[config.mk]
export PLATFORM = sky130hd
export DESIGN_NAME = versioned_transactional_memory_unit
export DESIGN_NICKNAME = d
export VERILOG_FILES = /design/src/sv/vtm_pkg.sv /design/src/sv/vtm_cell_store.sv /design/src/sv/vtm_ctx_table.sv /design/src/sv/vtm_ctrl.sv /design/src/sv/versioned_transactional_memory_unit.sv
export SDC_FILE = /design/constraint.sdc
export NUM_CORES = 2
export LEC_CHECK = 0
export ABC_AREA = 1
export BUFFER_PORTS_ARGS = -buffer_cell sky130_fd_sc_hd__buf_2
export CELL_PAD_IN_SITES_DETAIL_PLACEMENT = 0
export CELL_PAD_IN_SITES_GLOBAL_PLACEMENT = 2
export CORE_ASPECT_RATIO = 1.25
export CORE_MARGIN = 2
export CORE_UTILIZATION = 35
export DETAILED_ROUTE_END_ITERATION = 7
export GPL_TIMING_DRIVEN = 0
export PLACE_DENSITY = 0.6
export SETUP_SLACK_MARGIN = 0.05
export SLEW_MARGIN = 40
export SYNTH_ARGS = -nofsm -noshare
export SYNTH_HDL_FRONTEND = slang
export SYNTH_SLANG_ARGS = --single-unit
[constraint.sdc]
create_clock -name clk -period 6.91 [get_ports clk]
set_input_delay 1.382 -clock clk [delete_from_list [all_inputs] [get_ports clk]]
set_output_delay 1.382 -clock clk [all_outputs]
set_load 0.03 [all_outputs]
[src/sv/vtm_pkg.sv]
// Shared types, codes and constants of the versioned transactional memory unit.
package vtm_pkg;

    localparam int NUM_CELLS_DEF    = 16;
    localparam int NUM_CONTEXTS_DEF = 4;
    localparam int DATA_WIDTH_DEF   = 32;

    localparam int CLOCK_W = 32;
    localparam logic [CLOCK_W-1:0] CLOCK_RESET = 32'd1;
    localparam logic [CLOCK_W-1:0] CLOCK_MAX   = 32'hFFFF_FFFF;

    localparam logic STATUS_OK    = 1'b0;
    localparam logic STATUS_ABORT = 1'b1;

    typedef enum logic [1:0] {
        OP_START  = 2'd0,
        OP_READ   = 2'd1,
        OP_WRITE  = 2'd2,
        OP_COMMIT = 2'd3
    } op_t;

    typedef struct packed {
        op_t         op;
        logic [1:0]  ctx;
        logic [3:0]  cell_index;
        logic [31:0] wdata;
    } req_t;

    typedef struct packed {
        logic [31:0] rdata;
        logic        status;
    } rsp_t;

    typedef enum logic [2:0] {
        ST_IDLE,
        ST_EXEC,
        ST_SCAN,
        ST_WBACK,
        ST_RESP
    } state_t;

    typedef struct packed {
        logic start;
        logic buf_wr;
    } ctx_cmd_t;

endpackage

[src/sv/vtm_cell_store.sv]
// Cell value and version memories with one registered read port and one write port.
module vtm_cell_store #(
    parameter int NUM_CELLS  = vtm_pkg::NUM_CELLS_DEF,
    parameter int DATA_WIDTH = vtm_pkg::DATA_WIDTH_DEF,
    localparam int CellW     = (NUM_CELLS > 1) ? $clog2(NUM_CELLS) : 1
) (
    input  logic                        clk,
    input  logic                        rst_n,
    input  logic [CellW-1:0]            rd_idx,
    output logic [DATA_WIDTH-1:0]       rd_value,
    output logic [vtm_pkg::CLOCK_W-1:0] rd_version,
    input  logic                        wr,
    input  logic [CellW-1:0]            wr_idx,
    input  logic [DATA_WIDTH-1:0]       wr_value,
    input  logic [vtm_pkg::CLOCK_W-1:0] wr_version
);

    logic [DATA_WIDTH-1:0]       value_mem   [NUM_CELLS];
    logic [vtm_pkg::CLOCK_W-1:0] version_mem [NUM_CELLS];

    logic [NUM_CELLS-1:0]        written_reg;
    logic                        rd_written_reg;
    logic [DATA_WIDTH-1:0]       rd_value_reg;
    logic [vtm_pkg::CLOCK_W-1:0] rd_version_reg;

    always_ff @(posedge clk)
    begin
        if (wr)
        begin
            value_mem[wr_idx]   <= wr_value;
            version_mem[wr_idx] <= wr_version;
        end
        rd_value_reg   <= value_mem[rd_idx];
        rd_version_reg <= version_mem[rd_idx];
    end

    always_ff @(posedge clk or negedge rst_n)
    begin
        if (!rst_n)
        begin
            written_reg    <= '0;
            rd_written_reg <= 1'b0;
        end
        else
        begin
            if (wr)
            begin
                written_reg[wr_idx] <= 1'b1;
            end
            rd_written_reg <= written_reg[rd_idx];
        end
    end

    assign rd_value   = rd_written_reg ? rd_value_reg : '0;
    assign rd_version = rd_written_reg ? rd_version_reg : '0;

endmodule

[src/sv/vtm_ctx_table.sv]
// Per-context start clocks, write-valid bits and the write buffer memory.
module vtm_ctx_table #(
    parameter int NUM_CELLS    = vtm_pkg::NUM_CELLS_DEF,
    parameter int NUM_CONTEXTS = vtm_pkg::NUM_CONTEXTS_DEF,
    parameter int DATA_WIDTH   = vtm_pkg::DATA_WIDTH_DEF,
    localparam int CellW       = (NUM_CELLS > 1) ? $clog2(NUM_CELLS) : 1,
    localparam int CtxW        = (NUM_CONTEXTS > 1) ? $clog2(NUM_CONTEXTS) : 1
) (
    input  logic                        clk,
    input  logic                        rst_n,
    input  vtm_pkg::ctx_cmd_t           cmd,
    input  logic [CtxW-1:0]             ctx,
    input  logic [CellW-1:0]            cell_idx,
    input  logic [DATA_WIDTH-1:0]       wdata,
    input  logic [vtm_pkg::CLOCK_W-1:0] clock_now,
    output logic [vtm_pkg::CLOCK_W-1:0] start_clock,
    output logic [NUM_CELLS-1:0]        wvalid,
    input  logic [CtxW-1:0]             rd_ctx,
    input  logic [CellW-1:0]            rd_cell,
    output logic [DATA_WIDTH-1:0]       rd_data
);

    localparam int BufDepth = 1 << (CtxW + CellW);

    logic [DATA_WIDTH-1:0]       buf_mem [BufDepth];
    logic [DATA_WIDTH-1:0]       rd_data_reg;
    logic [vtm_pkg::CLOCK_W-1:0] start_clock_reg [NUM_CONTEXTS];
    logic [NUM_CELLS-1:0]        wvalid_reg      [NUM_CONTEXTS];

    always_ff @(posedge clk)
    begin
        if (cmd.buf_wr)
        begin
            buf_mem[{ctx, cell_idx}] <= wdata;
        end
        rd_data_reg <= buf_mem[{rd_ctx, rd_cell}];
    end

    always_ff @(posedge clk or negedge rst_n)
    begin
        if (!rst_n)
        begin
            start_clock_reg <= '{default: '0};
            wvalid_reg      <= '{default: '0};
        end
        else if (cmd.start)
        begin
            start_clock_reg[ctx] <= clock_now;
            wvalid_reg[ctx]      <= '0;
        end
        else if (cmd.buf_wr)
        begin
            wvalid_reg[ctx][cell_idx] <= 1'b1;
        end
    end

    assign start_clock = start_clock_reg[ctx];
    assign wvalid      = wvalid_reg[ctx];
    assign rd_data     = rd_data_reg;

endmodule

[src/sv/vtm_ctrl.sv]
// Sequencer that executes each transaction and walks the cells with one version comparator.
module vtm_ctrl #(
    parameter int NUM_CELLS    = vtm_pkg::NUM_CELLS_DEF,
    parameter int NUM_CONTEXTS = vtm_pkg::NUM_CONTEXTS_DEF,
    parameter int DATA_WIDTH   = vtm_pkg::DATA_WIDTH_DEF,
    localparam int CellW       = (NUM_CELLS > 1) ? $clog2(NUM_CELLS) : 1,
    localparam int CtxW        = (NUM_CONTEXTS > 1) ? $clog2(NUM_CONTEXTS) : 1
) (
    input  logic                        clk,
    input  logic                        rst_n,
    input  logic                        req_valid,
    output logic                        req_ready,
    input  vtm_pkg::req_t               req,
    input  logic                        slot_free,
    output logic                        res_load,
    output vtm_pkg::rsp_t               res,
    output logic [CellW-1:0]            store_rd_idx,
    input  logic [DATA_WIDTH-1:0]       store_rd_value,
    input  logic [vtm_pkg::CLOCK_W-1:0] store_rd_version,
    output logic                        store_wr,
    output logic [CellW-1:0]            store_wr_idx,
    output logic [DATA_WIDTH-1:0]       store_wr_value,
    output logic [vtm_pkg::CLOCK_W-1:0] store_wr_version,
    output vtm_pkg::ctx_cmd_t           ctx_cmd,
    output logic [CtxW-1:0]             ctx_sel,
    output logic [CellW-1:0]            ctx_cell,
    output logic [DATA_WIDTH-1:0]       ctx_wdata,
    output logic [vtm_pkg::CLOCK_W-1:0] clock_now,
    input  logic [vtm_pkg::CLOCK_W-1:0] start_clock,
    input  logic [NUM_CELLS-1:0]        wvalid,
    output logic [CtxW-1:0]             buf_rd_ctx,
    output logic [CellW-1:0]            buf_rd_cell,
    input  logic [DATA_WIDTH-1:0]       buf_rd_data
);

    localparam int CntW = $clog2(NUM_CELLS + 1);
    localparam logic [CntW-1:0] CntLast = CntW'(NUM_CELLS);

    vtm_pkg::state_t             state_reg, state_next;
    vtm_pkg::req_t               txn_reg, txn_next;
    vtm_pkg::rsp_t               hold_reg, hold_next;
    logic [CntW-1:0]             cnt_reg, cnt_next;
    logic                        pend_reg, pend_next;
    logic [CellW-1:0]            prev_idx_reg, prev_idx_next;
    logic [vtm_pkg::CLOCK_W-1:0] clock_reg, clock_next;

    logic       ctx_ok;
    logic       cell_ok;
    logic       ver_ge;
    logic       scan_end;
    logic       issue;
    logic       res_done;
    logic       clock_inc;
    logic [CellW-1:0] txn_cell;

    assign txn_cell = CellW'(txn_reg.cell_index);
    assign ctx_ok   = 32'(txn_reg.ctx) < 32'(NUM_CONTEXTS);
    assign cell_ok  = 32'(txn_reg.cell_index) < 32'(NUM_CELLS);
    assign ver_ge   = store_rd_version >= start_clock;
    assign scan_end = cnt_reg == CntLast;
    assign issue    = (state_next == state_reg)
                   && (state_reg == vtm_pkg::ST_SCAN || state_reg == vtm_pkg::ST_WBACK)
                   && (cnt_reg < CntLast);

    assign store_rd_idx = (state_reg == vtm_pkg::ST_IDLE) ? CellW'(req.cell_index)
                                                          : cnt_reg[CellW-1:0];
    assign buf_rd_ctx   = (state_reg == vtm_pkg::ST_IDLE) ? CtxW'(req.ctx) : ctx_sel;
    assign buf_rd_cell  = store_rd_idx;

    assign ctx_sel          = CtxW'(txn_reg.ctx);
    assign ctx_cell         = txn_cell;
    assign ctx_wdata        = DATA_WIDTH'(txn_reg.wdata);
    assign clock_now        = clock_reg;
    assign store_wr_idx     = prev_idx_reg;
    assign store_wr_value   = buf_rd_data;
    assign store_wr_version = clock_reg;

    always_comb
    begin
        req_ready = 1'b0;
        res_done  = 1'b0;
        res       = '{rdata: '0, status: vtm_pkg::STATUS_OK};
        ctx_cmd   = '0;
        store_wr  = 1'b0;
        clock_inc = 1'b0;
        case (state_reg)
            vtm_pkg::ST_IDLE:
            begin
                req_ready = 1'b1;
            end
            vtm_pkg::ST_EXEC:
            begin
                if (!ctx_ok)
                begin
                    res_done   = 1'b1;
                    res.status = vtm_pkg::STATUS_ABORT;
                end
                else
                begin
                    case (txn_reg.op)
                        vtm_pkg::OP_START:
                        begin
                            res_done      = 1'b1;
                            ctx_cmd.start = 1'b1;
                        end
                        vtm_pkg::OP_WRITE:
                        begin
                            res_done = 1'b1;
                            if (!cell_ok)
                            begin
                                res.status = vtm_pkg::STATUS_ABORT;
                            end
                            else
                            begin
                                ctx_cmd.buf_wr = 1'b1;
                            end
                        end
                        vtm_pkg::OP_READ:
                        begin
                            res_done = 1'b1;
                            if (!cell_ok)
                            begin
                                res.status = vtm_pkg::STATUS_ABORT;
                            end
                            else if (wvalid[txn_cell])
                            begin
                                res.rdata = 32'(buf_rd_data);
                            end
                            else if (ver_ge)
                            begin
                                res.status = vtm_pkg::STATUS_ABORT;
                            end
                            else
                            begin
                                res.rdata = 32'(store_rd_value);
                            end
                        end
                        vtm_pkg::OP_COMMIT:
                        begin
                            if (clock_reg == vtm_pkg::CLOCK_MAX)
                            begin
                                res_done   = 1'b1;
                                res.status = vtm_pkg::STATUS_ABORT;
                            end
                        end
                        default:
                        begin
                            res_done   = 1'b1;
                            res.status = vtm_pkg::STATUS_ABORT;
                        end
                    endcase
                end
            end
            vtm_pkg::ST_SCAN:
            begin
                if (pend_reg && ver_ge)
                begin
                    res_done   = 1'b1;
                    res.status = vtm_pkg::STATUS_ABORT;
                end
            end
            vtm_pkg::ST_WBACK:
            begin
                store_wr = pend_reg && wvalid[prev_idx_reg];
                if (scan_end)
                begin
                    res_done  = 1'b1;
                    clock_inc = 1'b1;
                end
            end
            vtm_pkg::ST_RESP:
            begin
                res_done = 1'b1;
                res      = hold_reg;
            end
            default:
            begin
                res_done = 1'b0;
            end
        endcase
        res_load = res_done && slot_free;
    end

    always_comb
    begin
        state_next = state_reg;
        case (state_reg)
            vtm_pkg::ST_IDLE:
            begin
                if (req_valid)
                begin
                    state_next = vtm_pkg::ST_EXEC;
                end
            end
            vtm_pkg::ST_EXEC:
            begin
                if (res_done)
                begin
                    state_next = res_load ? vtm_pkg::ST_IDLE : vtm_pkg::ST_RESP;
                end
                else
                begin
                    state_next = vtm_pkg::ST_SCAN;
                end
            end
            vtm_pkg::ST_SCAN:
            begin
                if (res_done)
                begin
                    state_next = res_load ? vtm_pkg::ST_IDLE : vtm_pkg::ST_RESP;
                end
                else if (scan_end)
                begin
                    state_next = vtm_pkg::ST_WBACK;
                end
            end
            vtm_pkg::ST_WBACK:
            begin
                if (res_done)
                begin
                    state_next = res_load ? vtm_pkg::ST_IDLE : vtm_pkg::ST_RESP;
                end
            end
            vtm_pkg::ST_RESP:
            begin
                if (res_load)
                begin
                    state_next = vtm_pkg::ST_IDLE;
                end
            end
            default:
            begin
                state_next = vtm_pkg::ST_IDLE;
            end
        endcase
    end

    always_comb
    begin
        txn_next      = txn_reg;
        hold_next     = hold_reg;
        cnt_next      = cnt_reg;
        prev_idx_next = prev_idx_reg;
        clock_next    = clock_reg;
        pend_next     = issue;
        if (req_valid && req_ready)
        begin
            txn_next = req;
        end
        if (res_done && !slot_free)
        begin
            hold_next = res;
        end
        if (state_next != state_reg)
        begin
            cnt_next = '0;
        end
        else if (issue)
        begin
            cnt_next      = cnt_reg + CntW'(1);
            prev_idx_next = cnt_reg[CellW-1:0];
        end
        if (clock_inc)
        begin
            clock_next = clock_reg + vtm_pkg::CLOCK_W'(1);
        end
    end

    always_ff @(posedge clk or negedge rst_n)
    begin
        if (!rst_n)
        begin
            state_reg <= vtm_pkg::ST_IDLE;
            cnt_reg   <= '0;
            pend_reg  <= 1'b0;
            clock_reg <= vtm_pkg::CLOCK_RESET;
        end
        else
        begin
            state_reg <= state_next;
            cnt_reg   <= cnt_next;
            pend_reg  <= pend_next;
            clock_reg <= clock_next;
        end
    end

    always_ff @(posedge clk)
    begin
        txn_reg      <= txn_next;
        hold_reg     <= hold_next;
        prev_idx_reg <= prev_idx_next;
    end

    assert property (@(posedge clk) disable iff (!rst_n)
        (req_valid && req_ready) |=> (state_reg == vtm_pkg::ST_EXEC))
        else $error("Accepted transaction did not enter execution.");

    assert property (@(posedge clk) disable iff (!rst_n)
        (clock_reg == $past(clock_reg))
        || (clock_reg == $past(clock_reg) + vtm_pkg::CLOCK_W'(1)))
        else $error("Global clock moved by other than one.");

    assert property (@(posedge clk) disable iff (!rst_n)
        (clock_reg != $past(clock_reg)) |-> ($past(state_reg) == vtm_pkg::ST_WBACK))
        else $error("Global clock advanced outside a commit write-back.");

    assert property (@(posedge clk) disable iff (!rst_n)
        pend_reg |-> (state_reg == vtm_pkg::ST_SCAN || state_reg == vtm_pkg::ST_WBACK))
        else $error("Pending cell read outside a cell walk.");

    assert property (@(posedge clk) disable iff (!rst_n)
        cnt_reg <= CntLast)
        else $error("Cell counter ran past the last cell.");

endmodule

[src/sv/versioned_transactional_memory_unit.sv]
// Top level of the versioned transactional memory unit with its result register.
// Each transaction names a context and an operation and returns exactly one result. Start,
// read and write occupy the unit for the accept state, in which the cell store and the
// write buffer are read, and the execute state. In a commit, one cell a cycle goes through
// the single version comparator to check for conflicts, then the cells are walked again at
// one cell a cycle and each cell the context has written is written back from its write
// buffer, both walks paced by the registered memory read ports. A conflict ends the check
// at the first conflicting cell. Results leave through an output register, so a finished
// result may wait there while the next transaction is taken.
module versioned_transactional_memory_unit #(
    parameter int NUM_CELLS    = vtm_pkg::NUM_CELLS_DEF,
    parameter int NUM_CONTEXTS = vtm_pkg::NUM_CONTEXTS_DEF,
    parameter int DATA_WIDTH   = vtm_pkg::DATA_WIDTH_DEF
) (
    input  logic          clk,
    input  logic          rst_n,
    input  logic          req_valid,
    output logic          req_ready,
    input  vtm_pkg::req_t req,
    output logic          rsp_valid,
    input  logic          rsp_ready,
    output vtm_pkg::rsp_t rsp
);

    localparam int CellW = (NUM_CELLS > 1) ? $clog2(NUM_CELLS) : 1;
    localparam int CtxW  = (NUM_CONTEXTS > 1) ? $clog2(NUM_CONTEXTS) : 1;

    logic                        rsp_valid_reg, rsp_valid_next;
    vtm_pkg::rsp_t               rsp_reg, rsp_next;
    logic                        slot_free;
    logic                        res_load;
    vtm_pkg::rsp_t               res;

    logic [CellW-1:0]            store_rd_idx;
    logic [DATA_WIDTH-1:0]       store_rd_value;
    logic [vtm_pkg::CLOCK_W-1:0] store_rd_version;
    logic                        store_wr;
    logic [CellW-1:0]            store_wr_idx;
    logic [DATA_WIDTH-1:0]       store_wr_value;
    logic [vtm_pkg::CLOCK_W-1:0] store_wr_version;

    vtm_pkg::ctx_cmd_t           ctx_cmd;
    logic [CtxW-1:0]             ctx_sel;
    logic [CellW-1:0]            ctx_cell;
    logic [DATA_WIDTH-1:0]       ctx_wdata;
    logic [vtm_pkg::CLOCK_W-1:0] clock_now;
    logic [vtm_pkg::CLOCK_W-1:0] start_clock;
    logic [NUM_CELLS-1:0]        wvalid;
    logic [CtxW-1:0]             buf_rd_ctx;
    logic [CellW-1:0]            buf_rd_cell;
    logic [DATA_WIDTH-1:0]       buf_rd_data;

    assign slot_free = !rsp_valid_reg || rsp_ready;

    vtm_ctrl #(
        .NUM_CELLS   (NUM_CELLS),
        .NUM_CONTEXTS(NUM_CONTEXTS),
        .DATA_WIDTH  (DATA_WIDTH)
    ) u_ctrl (
        .clk             (clk),
        .rst_n           (rst_n),
        .req_valid       (req_valid),
        .req_ready       (req_ready),
        .req             (req),
        .slot_free       (slot_free),
        .res_load        (res_load),
        .res             (res),
        .store_rd_idx    (store_rd_idx),
        .store_rd_value  (store_rd_value),
        .store_rd_version(store_rd_version),
        .store_wr        (store_wr),
        .store_wr_idx    (store_wr_idx),
        .store_wr_value  (store_wr_value),
        .store_wr_version(store_wr_version),
        .ctx_cmd         (ctx_cmd),
        .ctx_sel         (ctx_sel),
        .ctx_cell        (ctx_cell),
        .ctx_wdata       (ctx_wdata),
        .clock_now       (clock_now),
        .start_clock     (start_clock),
        .wvalid          (wvalid),
        .buf_rd_ctx      (buf_rd_ctx),
        .buf_rd_cell     (buf_rd_cell),
        .buf_rd_data     (buf_rd_data)
    );

    vtm_cell_store #(
        .NUM_CELLS (NUM_CELLS),
        .DATA_WIDTH(DATA_WIDTH)
    ) u_cell_store (
        .clk       (clk),
        .rst_n     (rst_n),
        .rd_idx    (store_rd_idx),
        .rd_value  (store_rd_value),
        .rd_version(store_rd_version),
        .wr        (store_wr),
        .wr_idx    (store_wr_idx),
        .wr_value  (store_wr_value),
        .wr_version(store_wr_version)
    );

    vtm_ctx_table #(
        .NUM_CELLS   (NUM_CELLS),
        .NUM_CONTEXTS(NUM_CONTEXTS),
        .DATA_WIDTH  (DATA_WIDTH)
    ) u_ctx_table (
        .clk        (clk),
        .rst_n      (rst_n),
        .cmd        (ctx_cmd),
        .ctx        (ctx_sel),
        .cell_idx   (ctx_cell),
        .wdata      (ctx_wdata),
        .clock_now  (clock_now),
        .start_clock(start_clock),
        .wvalid     (wvalid),
        .rd_ctx     (buf_rd_ctx),
        .rd_cell    (buf_rd_cell),
        .rd_data    (buf_rd_data)
    );

    always_comb
    begin
        rsp_valid_next = rsp_valid_reg;
        rsp_next       = rsp_reg;
        if (res_load)
        begin
            rsp_valid_next = 1'b1;
            rsp_next       = res;
        end
        else if (rsp_ready)
        begin
            rsp_valid_next = 1'b0;
        end
    end

    always_ff @(posedge clk or negedge rst_n)
    begin
        if (!rst_n)
        begin
            rsp_valid_reg <= 1'b0;
        end
        else
        begin
            rsp_valid_reg <= rsp_valid_next;
        end
    end

    always_ff @(posedge clk)
    begin
        rsp_reg <= rsp_next;
    end

    assign rsp_valid = rsp_valid_reg;
    assign rsp       = rsp_reg;

endmodule
==> results.tsv <==
stage	metric	value	unit
pwr	sw frac	43.56	%
sta	Worst Max-Slew Pin Slew	1.017	ns
drt	drt drc	0	
sta	Max Slew Vio Count	0	
global_routing	Overall Global Routing Usage	31.73	%
synth	EDFF count, synth	3182	
worst_setup_path	critical path's largest stage delay	0.91	ns
synth	Synth Area per Inst	13.30	um^2
die	Die Height	705.6	um
synth	Synth cell types	51	
final_layout	layout cells sized above 1	14.08	%
global_routing	first-pass GRT wire length	852900	um
drt	Final ANT Viol Nets	0	
worst_setup_path	Max stage delay cell, worst path	o211ai_1	
sta	RSZ-0062 raised after global routing	false	
flow_run	max-cap violations	0	
global_routing	vias in the first global route	94825	
place	setup slack at placement	1.044	ns
place	HPWL Detailed	475000	um
pwr	Pint	42.09	mW
clock_tree	Reg clk slew, reported paths	0.06	ns
drt	Initial DRC Count	12823	
sta	Slew HR	31.89	%
synth	Cells after Synth	10358	
sta	final worst-path cycle share	82.18	%
outcome	status	completed	
final_layout	Largest regs	u_ctx_table.buf_mem x2048, u_cell_store.value_mem x512, u_cell_store.version_mem x512	
synth	top_reg_cell synth	edfxtp_1	
pwr	maximum vdd ir drop	0.0003295	V
place	Port Buffers	78	
synth	sequential share of the synthesized area	75.29	%
clock_tree	cts bufs inserted	374	
sta	Max Fclk	176.1	MHz
sta	Layout Skew	0.06773	ns
drt	1st-pass router iterations	7	
sta	final setup margin	1.232	ns
pwr	Lkg Pwr	55.55	nW
global_routing	pin count of the biggest net entering global routing	74	
synth	number of synthesized register bits	3529	
pwr	Gate power share	38.3	%
final_layout	final non-filler cell total	16908	
sta	hold_ws	0.3946	ns
worst_setup_path	CP startpoint	u_ctrl.state_reg[1]$_DFF_PN0_	
synth	Post-Syn Area	0.1378	mm^2
worst_setup_path	Worst R2R Setup Slack	1.23	ns
place	Final GP Congestion	0.9962	
clock_tree	CTS Hold Bufs	0	
global_routing	grt total ovfl	0	
worst_setup_path	worst-path fanout max	11	
sta	Final setup viols	0	
final_layout	Nets	11463	
worst_setup_path	critical-path cell list	nor2_2, inv_2, nor2_8, inv_4, buf_6, o21ai_4, inv_1, buf_4, buf_2, clkbuf_1, o211ai_1, nand3_1, nand3_1, nand2_1	
worst_setup_path	CP startpoint kind	register	
drt	DR vias	99219	
final_layout	Biggest register	u_ctx_table.buf_mem	
clock_tree	CTS resizes	0	
sta	final worst path period need	5.678	ns
min_path	hold crit path type	primary input to async pin	
worst_setup_path	most frequent CP cell	nand3_1	
die	starting density of the core	35.16	%
pwr	pwr/cell area	442.7	mW/mm^2
die	floorplan die width	565.2	um
worst_setup_path	crit end category	register	
die	core outline area	0.3920	mm^2
final_layout	area added between synthesis and finish	22.25	%
global_routing	initial antenna violation count	50	
synth	asr flop ratio synth	7.112	%
drt	Routed WL	648300	um
worst_setup_path	CP Data Required Time	7.67	ns
worst_setup_path	WP data arrival	6.44	ns
clock_tree	root buffer cell	clkbuf_16	
pwr	clock share of power	27.3	%
drt	WL per Instance	38.34	um
clock_tree	CTS tree	yes	
place	DP Cell Count	16187	
pwr	P_sw	32.49	mW
clock_tree	Worst-Skew Late Latency	1.04	ns
clock_tree	post-CTS setup buffer count	0	
synth	synth warn	0	
clock_tree	H-tree depth	5	
worst_setup_path	Crit Path Category	register to register	
die	top-level I/O count	79	
drt	vias per cell	5.868	
clock_tree	CTS Buffer Depth	4	
die	Die Area	0.3988	mm^2
worst_setup_path	RR Startpoint	u_ctrl.state_reg[1]$_DFF_PN0_	
sta	Final Hold Fails	0	
final_layout	max reg flops	2048	
final_layout	Final Cell Area	0.1685	mm^2
die	std cell rows	257	
synth	syn nets	10437	
clock_tree	Num Clock Sinks	3529	
place	Cell Area, Placed	0.1563	mm^2
pwr	share of power burned in registers	34.4	%
-- critical path: cells and delay by family (launching register included) --
family,cells,cell delay (ns)
DFF,1,0.42
buffers and inverters,7,1.89
AOI/OAI and AO/OA,2,1.52
and+or+nand+nor,5,1.57
-- cell usage in the layout, fill, tap and decap left out, types with 29 or more instances in the layout --
| cell | n |
|---|---|
| xor2_1 | 29 |
| inv_1 | 233 |
| dfrtp_1 | 246 |
| buf_2 | 268 |
| clkbuf_1 | 481 |
| clkbuf_16 | 378 |
| buf_4 | 53 |
| nor2_1 | 1634 |
| dfxtp_1 | 94 |
| o21bai_1 | 76 |
| clkbuf_2 | 81 |
| bufinv_16 | 31 |
| clkinv_2 | 62 |
| buf_6 | 166 |
| a22o_1 | 32 |
| a21oi_1 | 88 |
| o21ai_0 | 1678 |
| ha_1 | 35 |
| buf_16 | 229 |
| nor2_4 | 84 |
| nand3_1 | 365 |
| buf_8 | 172 |
| o211ai_1 | 262 |
| o21ai_1 | 117 |
| a221oi_1 | 32 |
| nand2_1 | 559 |
| clkinv_1 | 70 |
| o221ai_1 | 334 |
| edfxtp_1 | 3182 |
| diode_2 | 38 |
| o22ai_1 | 437 |
-- metal layers --
layer / GRT usage, % / vias to the layer above / wire length [um]
met5: 0 / - / 218
met1: 37.15 / 51475 / 233800
met2: 52.56 / 5207 / 312500
li1: - / 41061 / -
met3: 5.753 / 1442 / 47550
met4: 22.32 / 34 / 54210
-- synth_stat cells (30+ instances only) --
master    number  area [um^2]
a21oi_1       88        440.4
a221oi_1      32        280.3
a22o_1        32        280.3
buf_2        185        925.9
buf_4         30        225.2
clkbuf_1     476         1787
dfrtp_1      250         6256
dfxtp_1       96         1922
edfxtp_1    3182        95550
ha_1          35        437.9
inv_1        236        885.9
nand2_1      559         2098
nand3_1      365         1827
nor2_1      1719         6452
o211ai_1     262         1967
o21ai_0     1680         8408
o21ai_1      120        600.6
o21bai_1      77        578.1
o221ai_1     334         2925
o22ai_1      437         2734
-- worst paths after layout --
| check | endpoint | depth (start not counted) |
|---|---|---|
| setup / recovery | u_ctx_table.rd_data[17]$_DFF_P_ | 14 |
| hold / removal | u_ctx_table.start_clock_reg[38]$_DFFE_PN0P_ | 1 |
| setup reg to reg | u_ctx_table.rd_data[17]$_DFF_P_ | 14 |
| hold reg to reg | u_cell_store.written_reg[5]$_DFFE_PN0P_ | 2 |
| max in group asynchronous | u_ctx_table.wvalid_reg[38]$_DFFE_PN0P_ | 2 |
| min in group clk | u_cell_store.written_reg[5]$_DFFE_PN0P_ | 2 |
-- power by group through the flow --
stage               Sequential (mW)  Combinational (mW)  Clock, mW
finish                         25.7                28.6       20.3
global route                   25.7                29.2       21.3
CTS                            25.7                27.9       20.5
global placement               27.0                26.1          0
detailed placement             26.1                27.9          0
floorplan                      26.0                11.9          0
-- final cells by class --
| cell class | instances | area, um^2 |
|---|---|---|
| clock buffers | 485 | 10080 |
| clock inverters | 197 | 1986 |
| diodes | 38 | 95.09 |
| well taps | 5180 | 6481 |
| flip-flops and latches | 3529 | 103800 |
| repair buffers | 650 | 11190 |
| inverters | 251 | 969.7 |
| plain buffers | 739 | 3400 |
| fillers | 35860 | 223500 |
| multi-input cells | 5839 | 30510 |
-- per-stage QoR --
step                      utilization [%]  setup TNS [ns]  power [mW]
after floorplan                         -               0       37.90
after global placement              36.91        -5387.11       53.10
after detailed placement            39.87               0       53.97
after CTS                           42.95               0       74.11
after global routing                42.97               0       76.20
final                               42.98               0       74.58
-- logic make-up after synthesis --
kind of cell | after synthesis | synth area share, %
AO/OA/AOI/OAI | 3088 | 13.38
flip-flops | 3529 | 75.29
adder cells (fa/ha/maj) | 35 | 0.3178
buffers and inverters | 990 | 3.071
XOR/XNOR | 29 | 0.1843
AND/OR/NAND/NOR | 2687 | 7.762
Power figures use the tool's default switching activity.
